--- src/design/clws_pkg.sv ---
`default_nettype none

package clws_pkg;

  // request kinds carried on in_tuser
  localparam logic [2:0] MODE_COMMAND = 3'd0;
  localparam logic [2:0] MODE_CHAR    = 3'd1;
  localparam logic [2:0] MODE_POS     = 3'd2;
  localparam logic [2:0] MODE_HOME    = 3'd3;
  localparam logic [2:0] MODE_CLEAR   = 3'd4;
  localparam logic [2:0] MODE_FLAG    = 3'd5;
  localparam logic [2:0] MODE_NIBBLE  = 3'd6;

  // control flag selectors
  localparam logic [1:0] FLAG_BLINK   = 2'd0;
  localparam logic [1:0] FLAG_CURSOR  = 2'd1;
  localparam logic [1:0] FLAG_DISPLAY = 2'd2;

  // display command bytes
  localparam logic [7:0] CMD_CLEAR   = 8'h01;
  localparam logic [7:0] CMD_HOME    = 8'h02;
  localparam logic [7:0] CMD_CTRL    = 8'h08;
  localparam logic [7:0] CMD_DDRAM   = 8'h80;
  localparam logic [7:0] ROW_OFFSET  = 8'h40;
  localparam logic [7:0] NIBBLE_MASK = 8'h0F;

  // configuration register indexes (byte address = 4 * index)
  localparam logic [1:0] REG_FOUR_BIT  = 2'd0;
  localparam logic [1:0] REG_COL_COUNT = 2'd1;
  localparam logic [1:0] REG_ROW_COUNT = 2'd2;

  // queue depth
  localparam int unsigned QDEPTH = 2;

  // one classified request, as handed from front to back
  typedef struct packed {
    logic       nib_only;   // single low-nibble strobe
    logic       four_bit;   // bus width snapshot
    logic       two_bytes;  // second command byte follows
    logic       rs0;        // register select of first byte
    logic [7:0] byte0;
    logic [7:0] byte1;      // always sent as a command
  } entry_t;

endpackage

`default_nettype wire

--- src/design/char_lcd_write_sequencer.sv ---
// Character-LCD write sequencer.
// in_* : request words. in_tuser carries the request kind; in_tdata the byte,
//        target column/row and control-flag fields. A word is taken when
//        in_tvalid and in_tready are both high.
// out_*: one word per enable strobe: out_tdata the pin levels, out_tuser the
//        register-select level, out_tlast marks the final strobe of a request.
// cfg_*: register port for bus width, column count and row count; the user
//        must write it only while the block is idle; the block does not enforce it.
// A request passes the queue, the current-request and the output registers.
// Throughput: one strobe per cycle while the receiver is ready; a request
//        gives 1 to 4 strobes (a wrapping character write or a clear on a 4-bit
//        bus gives the most, 4); the output stage sets this rate.
// A two-entry queue between the classifier and the strobe generator lets new
// requests be taken while earlier strobes are still going out. When the
// receiver stalls, the output word holds, the queue fills and in_tready drops.
// Reset clears the cursor, the control flags, the queue and the output, and
// loads the register defaults (4-bit bus, 16 columns, 2 rows).
`default_nettype none

module char_lcd_write_sequencer (
  input  wire logic        clk,
  input  wire logic        rst_n,
  // request channel
  input  wire logic        in_tvalid,
  output logic             in_tready,
  input  wire logic [23:0] in_tdata,  // byte_value[7:0], col_x[13:8], row_y[16:14],
                                      // flag_select[18:17], flag_value[19], zero[23:20]
  input  wire logic [2:0]  in_tuser,  // mode[2:0]
  // strobe channel
  output logic             out_tvalid,
  input  wire logic        out_tready,
  output logic [7:0]       out_tdata, // bus_data[7:0]
  output logic             out_tuser, // reg_select[0]
  output logic             out_tlast,
  // register port
  input  wire logic        cfg_psel,
  input  wire logic        cfg_penable,
  input  wire logic        cfg_pwrite,
  input  wire logic [3:0]  cfg_paddr,
  input  wire logic [31:0] cfg_pwdata,
  output logic [31:0]      cfg_prdata,
  output logic             cfg_pready
);

  logic             four_bit_r;
  logic [5:0]       column_count_r;
  logic [2:0]       row_count_r;
  logic             cfg_wr;

  logic             q_push;
  logic             q_pop;
  logic             q_full;
  logic             q_empty;
  logic [1:0]       q_count;
  clws_pkg::entry_t push_entry;
  clws_pkg::entry_t pop_entry;

  // register port
  assign cfg_pready = 1'b1;
  assign cfg_wr     = cfg_psel && cfg_penable && cfg_pwrite && cfg_pready;

  always_ff @(posedge clk) begin
    if (!rst_n) begin
      four_bit_r     <= 1'b1;
      column_count_r <= 6'd16;
      row_count_r    <= 3'd2;
    end else if (cfg_wr) begin
      case (cfg_paddr[3:2])
        clws_pkg::REG_FOUR_BIT:  four_bit_r     <= cfg_pwdata[0];
        clws_pkg::REG_COL_COUNT: column_count_r <= cfg_pwdata[5:0];
        clws_pkg::REG_ROW_COUNT: row_count_r    <= cfg_pwdata[2:0];
        default: begin
        end
      endcase
    end
  end

  always_comb begin
    case (cfg_paddr[3:2])
      clws_pkg::REG_FOUR_BIT:  cfg_prdata = {31'd0, four_bit_r};
      clws_pkg::REG_COL_COUNT: cfg_prdata = {26'd0, column_count_r};
      clws_pkg::REG_ROW_COUNT: cfg_prdata = {29'd0, row_count_r};
      default:                 cfg_prdata = 32'd0;
    endcase
  end

  // classifier
  clws_front u_front (
    .clk          (clk),
    .rst_n        (rst_n),
    .in_tvalid    (in_tvalid),
    .in_tready    (in_tready),
    .in_tdata     (in_tdata),
    .in_tuser     (in_tuser),
    .four_bit     (four_bit_r),
    .column_count (column_count_r),
    .row_count    (row_count_r),
    .q_full       (q_full),
    .push         (q_push),
    .entry        (push_entry)
  );

  // request queue
  clws_queue u_queue (
    .clk        (clk),
    .rst_n      (rst_n),
    .push       (q_push),
    .push_entry (push_entry),
    .pop        (q_pop),
    .pop_entry  (pop_entry),
    .full       (q_full),
    .empty      (q_empty),
    .count      (q_count)
  );

  // strobe generator
  clws_back u_back (
    .clk        (clk),
    .rst_n      (rst_n),
    .q_entry    (pop_entry),
    .q_empty    (q_empty),
    .q_pop      (q_pop),
    .out_tvalid (out_tvalid),
    .out_tready (out_tready),
    .out_tdata  (out_tdata),
    .out_tuser  (out_tuser),
    .out_tlast  (out_tlast)
  );

  // checks
  a_no_overflow: assert property (@(posedge clk) disable iff (!rst_n)
    !(q_push && q_full))
    else $error("queue push while full");

  a_count_range: assert property (@(posedge clk) disable iff (!rst_n)
    q_count <= 2'(clws_pkg::QDEPTH))
    else $error("queue count beyond depth");

  a_col_write: assert property (@(posedge clk) disable iff (!rst_n)
    cfg_wr && cfg_paddr[3:2] == clws_pkg::REG_COL_COUNT |=>
      column_count_r == $past(cfg_pwdata[5:0]))
    else $error("column count write lost");

  a_reset_idle: assert property (@(posedge clk)
    !rst_n |=> !out_tvalid)
    else $error("strobe shown right after reset");

endmodule

`default_nettype wire

--- src/design/clws_front.sv ---
`default_nettype none

module clws_front (
  input  wire logic              clk,
  input  wire logic              rst_n,
  input  wire logic              in_tvalid,
  output logic                   in_tready,
  input  wire logic [23:0]       in_tdata,
  input  wire logic [2:0]        in_tuser,
  input  wire logic              four_bit,
  input  wire logic [5:0]        column_count,
  input  wire logic [2:0]        row_count,
  input  wire logic              q_full,
  output logic                   push,
  output clws_pkg::entry_t       entry
);

  logic [5:0] cursor_col_r, cursor_col_nxt;
  logic [2:0] cursor_row_r, cursor_row_nxt;
  logic [2:0] flags_r, flags_nxt;

  logic [7:0] byte_value;
  logic [5:0] col_x;
  logic [2:0] row_y;
  logic [1:0] flag_select;
  logic       flag_value;
  logic       accept;
  logic       has_result;
  logic [5:0] col_inc;
  logic [2:0] row_inc;
  logic [2:0] row_wrap;
  logic [2:0] flag_bit;
  logic [7:0] pos_base;

  // unpack the word
  assign byte_value  = in_tdata[7:0];
  assign col_x       = in_tdata[13:8];
  assign row_y       = in_tdata[16:14];
  assign flag_select = in_tdata[18:17];
  assign flag_value  = in_tdata[19];

  assign in_tready = !q_full;
  assign accept    = in_tvalid && in_tready;
  assign push      = accept && has_result;

  assign col_inc  = cursor_col_r + 6'd1;
  assign row_inc  = cursor_row_r + 3'd1;
  assign row_wrap = (row_inc == row_count) ? 3'd0 : row_inc;
  assign flag_bit = 3'(3'd1 << flag_select);
  assign pos_base = clws_pkg::CMD_DDRAM | ((row_y != 3'd0) ? clws_pkg::ROW_OFFSET : 8'h00);

  // classify the request and work out the cursor and flag updates
  always_comb begin
    cursor_col_nxt   = cursor_col_r;
    cursor_row_nxt   = cursor_row_r;
    flags_nxt        = flags_r;
    has_result       = 1'b0;
    entry.nib_only   = 1'b0;
    entry.four_bit   = four_bit;
    entry.two_bytes  = 1'b0;
    entry.rs0        = 1'b0;
    entry.byte0      = byte_value;
    entry.byte1      = clws_pkg::CMD_HOME;
    case (in_tuser)
      clws_pkg::MODE_COMMAND: begin
        has_result = 1'b1;
      end
      clws_pkg::MODE_CHAR: begin
        has_result = 1'b1;
        entry.rs0  = 1'b1;
        if (col_inc == column_count) begin
          cursor_col_nxt  = 6'd0;
          cursor_row_nxt  = row_wrap;
          entry.two_bytes = 1'b1;
          entry.byte1     = clws_pkg::CMD_DDRAM |
                            ((row_wrap != 3'd0) ? clws_pkg::ROW_OFFSET : 8'h00);
        end else begin
          cursor_col_nxt = col_inc;
        end
      end
      clws_pkg::MODE_POS: begin
        if (!(col_x > column_count || row_y > row_count)) begin
          has_result     = 1'b1;
          entry.byte0    = pos_base + {2'b00, col_x};
          cursor_col_nxt = col_x;
          cursor_row_nxt = row_y;
        end
      end
      clws_pkg::MODE_HOME: begin
        has_result     = 1'b1;
        entry.byte0    = clws_pkg::CMD_HOME;
        cursor_col_nxt = 6'd0;
        cursor_row_nxt = 3'd0;
      end
      clws_pkg::MODE_CLEAR: begin
        has_result      = 1'b1;
        entry.byte0     = clws_pkg::CMD_CLEAR;
        entry.two_bytes = 1'b1;
        entry.byte1     = clws_pkg::CMD_HOME;
        cursor_col_nxt  = 6'd0;
        cursor_row_nxt  = 3'd0;
      end
      clws_pkg::MODE_FLAG: begin
        if (flag_select inside {clws_pkg::FLAG_BLINK, clws_pkg::FLAG_CURSOR,
                                clws_pkg::FLAG_DISPLAY}) begin
          has_result  = 1'b1;
          flags_nxt   = flag_value ? (flags_r | flag_bit) : (flags_r & ~flag_bit);
          entry.byte0 = clws_pkg::CMD_CTRL | {5'b00000, flags_nxt};
        end
      end
      clws_pkg::MODE_NIBBLE: begin
        has_result     = 1'b1;
        entry.nib_only = 1'b1;
        entry.byte0    = byte_value & clws_pkg::NIBBLE_MASK;
      end
      default: begin
        has_result = 1'b0;
      end
    endcase
  end

  // cursor and flag state
  always_ff @(posedge clk) begin
    if (!rst_n) begin
      cursor_col_r <= 6'd0;
      cursor_row_r <= 3'd0;
      flags_r      <= 3'd0;
    end else if (accept) begin
      cursor_col_r <= cursor_col_nxt;
      cursor_row_r <= cursor_row_nxt;
      flags_r      <= flags_nxt;
    end
  end

endmodule

`default_nettype wire

--- src/design/clws_queue.sv ---
`default_nettype none

module clws_queue (
  input  wire logic              clk,
  input  wire logic              rst_n,
  input  wire logic              push,
  input  wire clws_pkg::entry_t  push_entry,
  input  wire logic              pop,
  output clws_pkg::entry_t       pop_entry,
  output logic                   full,
  output logic                   empty,
  output logic [1:0]             count
);

  clws_pkg::entry_t slot_r [clws_pkg::QDEPTH];
  logic       wr_ptr_r, wr_ptr_nxt;
  logic       rd_ptr_r, rd_ptr_nxt;
  logic [1:0] count_r, count_nxt;
  logic       do_push;
  logic       do_pop;

  assign full      = (count_r == 2'(clws_pkg::QDEPTH));
  assign empty     = (count_r == 2'd0);
  assign count     = count_r;
  assign pop_entry = slot_r[rd_ptr_r];
  assign do_push   = push && !full;
  assign do_pop    = pop && !empty;

  // pointer and fill bookkeeping
  always_comb begin
    wr_ptr_nxt = do_push ? !wr_ptr_r : wr_ptr_r;
    rd_ptr_nxt = do_pop  ? !rd_ptr_r : rd_ptr_r;
    count_nxt  = count_r + {1'b0, do_push} - {1'b0, do_pop};
  end

  always_ff @(posedge clk) begin
    if (!rst_n) begin
      wr_ptr_r <= 1'b0;
      rd_ptr_r <= 1'b0;
      count_r  <= 2'd0;
    end else begin
      wr_ptr_r <= wr_ptr_nxt;
      rd_ptr_r <= rd_ptr_nxt;
      count_r  <= count_nxt;
    end
  end

  // entry storage
  always_ff @(posedge clk) begin
    if (do_push) begin
      slot_r[wr_ptr_r] <= push_entry;
    end
  end

endmodule

`default_nettype wire

--- src/design/clws_back.sv ---
`default_nettype none

module clws_back (
  input  wire logic              clk,
  input  wire logic              rst_n,
  input  wire clws_pkg::entry_t  q_entry,
  input  wire logic              q_empty,
  output logic                   q_pop,
  output logic                   out_tvalid,
  input  wire logic              out_tready,
  output logic [7:0]             out_tdata,
  output logic                   out_tuser,
  output logic                   out_tlast
);

  clws_pkg::entry_t cur_r, cur_nxt;
  logic       cur_valid_r, cur_valid_nxt;
  logic [1:0] idx_r, idx_nxt;
  logic       out_valid_r;
  logic [7:0] out_data_r;
  logic       out_rs_r;
  logic       out_last_r;

  logic       advance;
  logic       load_cur;
  logic [1:0] last_idx;
  logic       is_last;
  logic       sel_second;
  logic [7:0] sel_byte;
  logic       sel_rs;
  logic [7:0] strobe_data;

  // index of the final strobe of the current request
  always_comb begin
    if (cur_r.nib_only) begin
      last_idx = 2'd0;
    end else if (cur_r.two_bytes) begin
      last_idx = cur_r.four_bit ? 2'd3 : 2'd1;
    end else begin
      last_idx = cur_r.four_bit ? 2'd1 : 2'd0;
    end
  end

  assign is_last  = (idx_r == last_idx);
  assign advance  = cur_valid_r && (!out_valid_r || out_tready);
  assign load_cur = !cur_valid_r || (advance && is_last);
  assign q_pop    = load_cur && !q_empty;

  // pick the byte and nibble for this strobe
  assign sel_second = cur_r.four_bit ? idx_r[1] : idx_r[0];
  assign sel_byte   = sel_second ? cur_r.byte1 : cur_r.byte0;
  assign sel_rs     = sel_second ? 1'b0 : cur_r.rs0;

  always_comb begin
    if (cur_r.nib_only) begin
      strobe_data = cur_r.byte0 & clws_pkg::NIBBLE_MASK;
    end else if (cur_r.four_bit) begin
      strobe_data = idx_r[0] ? {4'h0, sel_byte[3:0]} : {4'h0, sel_byte[7:4]};
    end else begin
      strobe_data = sel_byte;
    end
  end

  // current request and strobe index
  always_comb begin
    cur_nxt       = cur_r;
    cur_valid_nxt = cur_valid_r;
    idx_nxt       = idx_r;
    if (load_cur) begin
      cur_nxt       = q_entry;
      cur_valid_nxt = !q_empty;
      idx_nxt       = 2'd0;
    end else if (advance) begin
      idx_nxt = idx_r + 2'd1;
    end
  end

  always_ff @(posedge clk) begin
    if (!rst_n) begin
      cur_valid_r <= 1'b0;
      idx_r       <= 2'd0;
    end else begin
      cur_valid_r <= cur_valid_nxt;
      idx_r       <= idx_nxt;
    end
  end

  always_ff @(posedge clk) begin
    cur_r <= cur_nxt;
  end

  // output register
  always_ff @(posedge clk) begin
    if (!rst_n) begin
      out_valid_r <= 1'b0;
    end else if (advance) begin
      out_valid_r <= 1'b1;
    end else if (out_tready) begin
      out_valid_r <= 1'b0;
    end
  end

  always_ff @(posedge clk) begin
    if (advance) begin
      out_data_r <= strobe_data;
      out_rs_r   <= sel_rs;
      out_last_r <= is_last;
    end
  end

  assign out_tvalid = out_valid_r;
  assign out_tdata  = out_data_r;
  assign out_tuser  = out_rs_r;
  assign out_tlast  = out_last_r;

endmodule

`default_nettype wire

--- config.mk ---
export PLATFORM = sky130hd
export DESIGN_NAME = char_lcd_write_sequencer
export DESIGN_NICKNAME = d
export VERILOG_FILES = /design/src/design/clws_pkg.sv /design/src/design/char_lcd_write_sequencer.sv /design/src/design/clws_front.sv /design/src/design/clws_queue.sv /design/src/design/clws_back.sv
export SDC_FILE = /design/constraint.sdc
export NUM_CORES = 1
export LEC_CHECK = 0
export BUFFER_PORTS_ARGS = -buffer_cell sky130_fd_sc_hd__buf_4
export CAP_MARGIN = 20
export CORE_MARGIN = 2
export CORE_UTILIZATION = 25
export CTS_BUF_LIST = sky130_fd_sc_hd__clkbuf_4
export DETAILED_ROUTE_END_ITERATION = 12
export GPL_TIMING_DRIVEN = 0
export SLEW_MARGIN = 15
export SYNTH_ARGS = -nofsm -noshare
export SYNTH_HDL_FRONTEND = slang
export SYNTH_SLANG_ARGS = --single-unit
export TNS_END_PERCENT = 5
--- constraint.sdc ---
create_clock -name clk -period 5.37 [get_ports clk]
set_input_delay 0.2685 -clock clk [delete_from_list [all_inputs] [get_ports clk]]
set_output_delay 0.2685 -clock clk [all_outputs]
set_load 0.01 [all_outputs]
==> flow_metrics.py, run 1 <==
metrics = {
    "status": {
        "outcome": "completed",
    },
    "route": {
        "routed_via_density": 4.46,
        "drt-pass1-iter-count": 4,
        "drtIter0Drc": 219,
        "ant_nets": 0,
        "num_vias": 3344,
        "drt-wirelength-per-cell_um": 13.7,
        "drc": 0,
        "routed_wl_um": 10300,
    },
    "synth": {
        "synthTopCellsByArea": "edfxtp_1, dfxtp_1, buf_4",
        "syn_inst": 427,
        "ys.flop_type": "edfxtp_1",
        "ys_seq_area_share_pct": 48.6,
        "syn_area_um2": 4640,
        "synth_top_area_share_pct": 35.6,
        "yosysUniqueCellTypes": 62,
        "ys_seq_elements": 85,
        "yosys_warnings": 0,
        "synth-edff-count": 55,
        "synthArstFlopShare_pct": 0,
        "syn_area_per_cell_um2": 10.9,
        "yosys.area.top_type": "edfxtp_1",
    },
    "cells_and_area": {
        "multiInputGateArea_um2": 2120,
        "seqCellArea_um2": 2250,
        "fillers": 1851,
        "area_growth_pct": 19.9,
        "layout-drive-gt1-share_pct": 25.0,
        "final_area_um2": 5560,
        "fin_nets": 598,
    },
    "worst_setup_path": {
        "endpoint_kind": "flip-flop",
        "r2r-end": "u_queue.slot_r[0][16]",
        "r2r_cells": 6,
        "critPathKind": "flip-flop to flip-flop",
        "cpMaxStageDelayCell": "and2b_1",
        "max_stage_delay_ns": 0.65,
        "worstPathCellList": "inv_1, ha_1, o21ai_0, nor2_1, a211oi_1, and2b_1",
        "cp-start-kind": "flip-flop",
        "regToRegStartpoint": "row_count_r[2]",
        "cp.arrival_ns": 3.03,
        "cp.required_ns": 5.44,
        "crit_fanout": 16,
        "r2r_slack_ns": 2.42,
    },
    "floorplan": {
        "row_count": 49,
        "die_h_um": 140,
        "dieArea_um2": 19700,
        "initial_utilization_pct": 25.6,
        "boundaryPins": 115,
        "fp.coreArea_um2": 18100,
        "die_w_um": 140,
    },
    "min_path": {
        "min_to": "column_count_r[4]",
        "hold_path.class": "input port to flip-flop",
        "holdPathStages": 3,
        "hp-start": "cfg_pwdata[4]",
    },
    "clock_network": {
        "cts.sinks": 85,
        "clkLatencyLatePin_ns": 0.45,
        "cts_root_buf": "clkbuf_4",
        "cts_buffer_depth": 2,
        "ctsHoldBuffers": 0,
        "ctsResizeCount": 0,
        "cts_buffers": 9,
        "cts.clk_slew.worst_paths_ns": 0.16,
        "cts_tree": "done",
        "htreeDepth": 3,
        "postCtsSetupRepairBufs": 0,
    },
    "timing": {
        "max_freq_ghz": 0.339,
        "grt_setup_unrepaired": "no",
        "fin_crit_ns": 2.95,
        "relSlewSlack_pct": 34.6,
        "hold_ws_ns": 0.0358,
        "setup_violations": 0,
        "slew_violations": 0,
        "finalHoldViolations": 0,
        "timing.final.crit_share_pct": 55.0,
        "worstMarginPinSlew_ns": 0.979,
        "finClkSkew_ns": 0.0273,
        "finalSetupTns_ns": 0,
    },
    "pwr": {
        "p_per_area_nw_per_um2": 319,
        "leakage_nw": 2.18,
        "peakVddDrop_v": 0.000129,
    },
    "grt": {
        "grt_pass1_vias": 3374,
        "grt_usage_pct": 10.7,
        "grt_start_max_net_pins": 20,
        "grt_overflow": 0,
        "grt_pass1_wl_um": 16800,
        "antenna_found_initial": 1,
    },
    "placed_design": {
        "place_area_um2": 5410,
        "gp_congestion": 0.892,
        "dpl.hpwl_um": 8080,
        "numPortBuffers": 52,
    },
    "flow_run": {
        "max-cap-violations": 0,
    },
}
==> flip-flops by register name, indices dropped and copies added, names as in the netlist, 2 cells and up <==
name / flops
column_count_r: 6
u_queue.slot_r: 30
u_front.cursor_col_r: 6
row_count_r: 3
u_front.flags_r: 3
u_back.out_tdata: 8
u_front.cursor_row_r: 3
u_back.cur_r: 15
u_queue.count: 2
u_back.idx_r: 2
==> power breakdown <==
| group | switching, W | total [W] | internal, W | leakage (nW) |
|---|---|---|---|---|
| logic | 0.000257 | 0.000484 | 0.000226 | 1.33 |
| clock network | 0.000233 | 0.000385 | 0.000152 | 0.0789 |
| registers | 0.0000523 | 0.000906 | 0.000854 | 0.773 |
| total | 0.000543 | 0.00178 | 0.00123 | 2.18 |
==> cells by family (layout without fill, tap and decap cells) <==
group / count (synthesis) / in the layout / synth area share, %
muxes: 34 / 34 / 7.74
DFF: 85 / 85 / 48.6
xor gates and xnor gates: 16 / 16 / 3.02
AOI/OAI and AO/OA: 79 / 79 / 13.0
other: 2 / 28 / 0.162
adders and majority gates: 13 / 13 / 3.51
and+or+nand+nor: 132 / 132 / 16.1
buffers and inverters: 66 / 134 / 7.83
==> metal layers <==
metal / part of all wire (%) / track usage (%) / vias to the layer above / wire [µm]
met5: 0 / 0 / - / 0
met4: 1.2 / 3.03 / 0 / 124
met3: 5.0 / 3.01 / 8 / 516
met2: 49 / 18.2 / 85 / 5070
met1: 44 / 13.3 / 1574 / 4580
li1: - / - / 1677 / -
==> synthesized netlist by cell type (4+ instances only) <==
cell and number:
and3_1 4, a31oi_1 5, ha_1 13, o21ai_0 10, a32o_1 4, mux2i_1 19, xor2_1 7, nor2_1 13
nor3_1 9, nor3b_2 4, mux2_2 15, buf_2 5, o21a_1 4, a22o_1 5, and2_1 10, nand2b_1 4
nand3b_1 4, clkbuf_1 10, buf_4 29, nand2_1 34, a21oi_1 9, dfxtp_1 30, nand3_1 10, o221ai_1 5
nor3b_1 5, edfxtp_1 55, inv_1 21, xnor2_1 9, nor2b_1 22, o31a_1 4
==> placed cells by master (no fill, tap or decap), drive strengths merged, types with 7 or more instances in the layout <==
cell type / instances
buf: 86
a21oi: 9
xnor2: 9
nand3: 10
mux2i: 19
clkbuf: 20
edfxtp: 55
dfxtp: 30
xor2: 7
nor2: 13
nor3: 9
nor3b: 9
conb: 27
inv: 24
mux2: 15
nand2: 34
ha: 13
nor2b: 22
and2: 10
o21ai: 13
==> worst max-delay path, delay by kind of cell (launching register included) <==
| family | cells | cell delay (ns) |
|---|---|---|
| AOI/OAI and AO/OA | 2 | 0.91 |
| and+or+nand+nor | 2 | 0.82 |
| buffers and inverters | 1 | 0.08 |
| DFF | 1 | 0.48 |
| adders and majority gates | 1 | 0.29 |
==> final cells by class <==
type,instances,share of cell area (%)
buffer,44,5.04
clock buffer,10,1.35
multi-input combinational,301,38.1
antenna,1,0.0450
clock inverter,6,1.28
tap,229,5.15
inverter,22,1.49
sequential,85,40.5
timing repair buffer,52,7.02
==> metrics by stage <==
step	cells	setup WS, ns	total power, W	utilization [%]
global route	750	2.10	0.00187	30.7
global placement	733	2.08	0.00139	29.9
CTS	749	2.40	0.00179	30.7
floorplan	452	2.45	0.00125	-
detailed placement	733	2.41	0.00141	29.9
finish	750	2.42	0.00178	30.7
==> worst max-delay path by stage <==
stage,startpoint,end,slack (ns),cells past startpoint
2_1_floorplan,u_back.cur_r[18],u_queue.count[1],2.45,12
6_report,row_count_r[2],u_queue.slot_r[0][16],2.42,6
3_5_place_dp,row_count_r[2],u_queue.slot_r[1][15],2.41,6
5_1_grt,column_count_r[2],u_queue.slot_r[1][12],2.10,7
3_3_place_gp,u_back.cur_r[18],u_queue.count[1],2.08,12
4_1_cts,row_count_r[2],u_queue.slot_r[1][16],2.40,6
Power figures use the tool's default switching activity.
==> run 2, diff against run 1 <==
- ABC_AREA: not set -> 1
- clock period: 5.37 -> 2.8 ns (I/O delays scaled with it)
==> run 2 against run 1 <==
Power grew 93%; global-route usage decreased by 0.43 points; flip-flop and latch count did not move; clock skew fell by 0.011 ns; clock power up 88%; sequential share of layout area increased by 0.091 points; synthesized cell count rose by 21%; critical path depth is 8 higher; critical path type unchanged.
==> flow_metrics.py, run 2 <==
metrics = {
    "synth": {
        "ys.flop_type": "edfxtp_1",
        "synthTopCellsByArea": "edfxtp_1, dfxtp_1, nand2_1",
        "synth_compound_area_share_pct": 9.35,
        "syn_inst": 515,
        "synth-xor-area-share_pct": 1.36,
        "synth_common_cells": "nand2_1, nor2_1, inv_1",
        "synth-simple-area-share_pct": 20.4,
        "syn_area_per_cell_um2": 8.73,
        "synth_top_area_share_pct": 36.7,
        "synth.most_common_cell": "nand2_1",
        "yosys_warnings": 0,
        "synthMuxAreaShare_pct": 4.20,
        "yosysUniqueCellTypes": 42,
        "yosys.area.top_type": "edfxtp_1",
        "synth_top_family_by_area": "simple AND/OR/NAND/NOR gates",
        "synthArstFlopShare_pct": 0,
        "synth_adder_area_share_pct": 3.62,
        "syn_area_um2": 4500,
        "ys_seq_elements": 85,
        "synth-edff-count": 55,
        "ys_seq_area_share_pct": 50.1,
    },
    "grt": {
        "grt_overflow": 0,
        "grt_pass1_vias": 3280,
        "antenna_found_initial": 0,
        "grt_start_max_net_pins": 19,
        "grt_usage_pct": 10.3,
        "grt_pass1_wl_um": 15800,
    },
    "clock_network": {
        "cts_buffer_depth": 2,
        "cts_root_buf": "clkbuf_4",
        "postCtsSetupRepairBufs": 0,
        "cts_tree": "done",
        "htreeDepth": 3,
        "cts.sinks": 85,
        "clkLatencyLatePin_ns": 0.42,
        "cts_buffers": 9,
        "cts.clk_slew.worst_paths_ns": 0.14,
    },
    "pwr": {
        "p_comb_share_pct": 28.1,
        "p_sw_w": 0.00107,
        "peakVddDrop_v": 0.000252,
        "pwr-share-seq_pct": 50.8,
        "switching_share_pct": 31.3,
        "p_per_area_nw_per_um2": 617,
        "pwr-share-clk_pct": 21.2,
        "leakage_nw": 2.39,
        "p_int_w": 0.00235,
    },
    "floorplan": {
        "die_h_um": 138,
        "die_w_um": 138,
        "initial_utilization_pct": 25.3,
        "boundaryPins": 115,
        "dieArea_um2": 19100,
        "row_count": 49,
        "fp.coreArea_um2": 17800,
    },
    "cells_and_area": {
        "layout-drive-gt1-share_pct": 22.1,
        "max_flop_register": "u_queue.slot_r",
        "final_area_um2": 5550,
        "area_growth_pct": 23.4,
        "largest_reg_flops": 30,
        "final_util_pct": 31.2,
        "layout_commonest_cell": "nand2_1",
        "antenna-diode-count": 0,
        "final_cell_mix": "nand2_1, buf_4, nor2_1",
        "fin_nets": 699,
    },
    "timing": {
        "finalSetupTns_ns": 0,
        "finClkSkew_ns": 0.0164,
        "setup_violations": 0,
        "finalHoldViolations": 0,
        "fin_crit_ns": 2.48,
        "max_freq_ghz": 0.403,
        "slew_violations": 0,
        "timing.final.crit_share_pct": 88.7,
        "grt_setup_unrepaired": "no",
    },
    "route": {
        "num_vias": 3453,
        "drt-pass1-iter-count": 4,
        "routed_wl_um": 9470,
        "ant_nets": 0,
        "drtIter0Drc": 128,
        "routed_via_density": 4.06,
        "drc": 0,
        "drt-wirelength-per-cell_um": 11.1,
    },
    "worst_setup_path": {
        "cp.arrival_ns": 2.85,
        "crit_fanout": 18,
        "cp-start-kind": "flip-flop",
        "cp.required_ns": 3.17,
        "critPathKind": "flip-flop to flip-flop",
        "endpoint_kind": "flip-flop",
        "r2r_cells": 14,
        "r2r_slack_ns": 0.32,
    },
    "status": {
        "outcome": "completed",
    },
    "flow_run": {
        "max-cap-violations": 0,
    },
    "placed_design": {
        "place_area_um2": 5290,
        "gp_congestion": 0.840,
        "numPortBuffers": 55,
        "dpl.hpwl_um": 7560,
    },
    "min_path": {
        "hold_path.class": "input port to flip-flop",
        "holdPathStages": 3,
    },
}
run 2: cell types whose count changed after synthesis, sizes merged, moves of 6 or more:
cell | before | now
o21ai | 13 | 30
nor3 | 9 | 3
mux2i | 19 | 2
clkbuf | 10 | 3
nor3b | 9 | 0
nand3 | 10 | 30
nor2b | 22 | 0
nand2 | 34 | 113
a21oi | 9 | 24
and2 | 10 | 0
inv | 22 | 66
nor2 | 13 | 68
xnor2 | 9 | 2
run 2: routing by layer:
metal  vias to the layer above  global-route usage, %  routed length, µm
met1                      1508                   13.5               4450
met3                         2                   3.08                496
met4                         0                   2.09                 43
met2                        93                   16.9               4480
li1                       1850                      -                  -
met5                         -                      0                  0
run 2: area by class of cell:
cell class                 count  area [µm²]
buffer                        33         235
clock buffer                  10        75.1
clock inverter                 6        71.3
fill                        1897       12200
inverter                      67         255
multi-input combinational    355        1860
sequential                    85        2250
tap                          229         287
timing repair buffer          65         513
run 2: cell families after synthesis:
kind of cell,count (synthesis)
XOR/XNOR,7
flip-flops,85
other,2
buffers and inverters,100
adder cells (fa/ha/maj),13
multiplexers,17
AND/OR/NAND/NOR,219
AO/OA/AOI/OAI,72
run 2: power by group through the flow:
stage	clock network (W)	registers [W]	logic [W]
4_1_cts	0.000756	0.00174	0.000975
3_5_place_dp	0	0.00177	0.000959
6_report	0.000724	0.00174	0.000962
2_1_floorplan	0	0.00178	0.000648
3_3_place_gp	0	0.00177	0.000952
5_1_grt	0.000806	0.00177	0.00110
run 2: worst max-delay path, cell delays in order, from the launching register on:
cell,delay (ns)
edfxtp_1,0.45
inv_2,0.10
o21ai_0,0.10
or2_0,0.22
a21oi_2,0.14
nand2_1,0.08
nand2_2,0.33
inv_2,0.08
nor2_2,0.12
ha_1,0.24
inv_1,0.06
ha_1,0.15
xor2_1,0.18
o21ai_0,0.09
a21oi_1,0.10
run 2: final timing paths:
| path | end | startpoint |
|---|---|---|
| min reg2reg | u_front.flags_r[1] | u_front.flags_r[1] |
| min | u_queue.slot_r[1][13] | in_tdata[5] |
| max | u_queue.count[1] | u_back.cur_r[19] |
| max reg2reg | u_queue.count[1] | u_back.cur_r[19] |
run 2: what timing repair did:
action	4_1_cts	5_1_grt
endpoints found under the hold margin	13	0
endpoints found under the setup margin	0	30
hold buffers	10	0
resized for setup	0	3
run 2: per-stage QoR:
stage                     std cells  power (W)  hold slack [ns]  worst slack [ns]
final                           850    0.00342           0.0404             0.317
after global routing            850    0.00367           0.0109            0.0185
after CTS                       850    0.00347          0.00503          0.000943
after detailed placement        824    0.00273            0.371            0.0216
after global placement          824    0.00272            0.378            -0.307
after floorplan                 540    0.00242            0.270             0.303
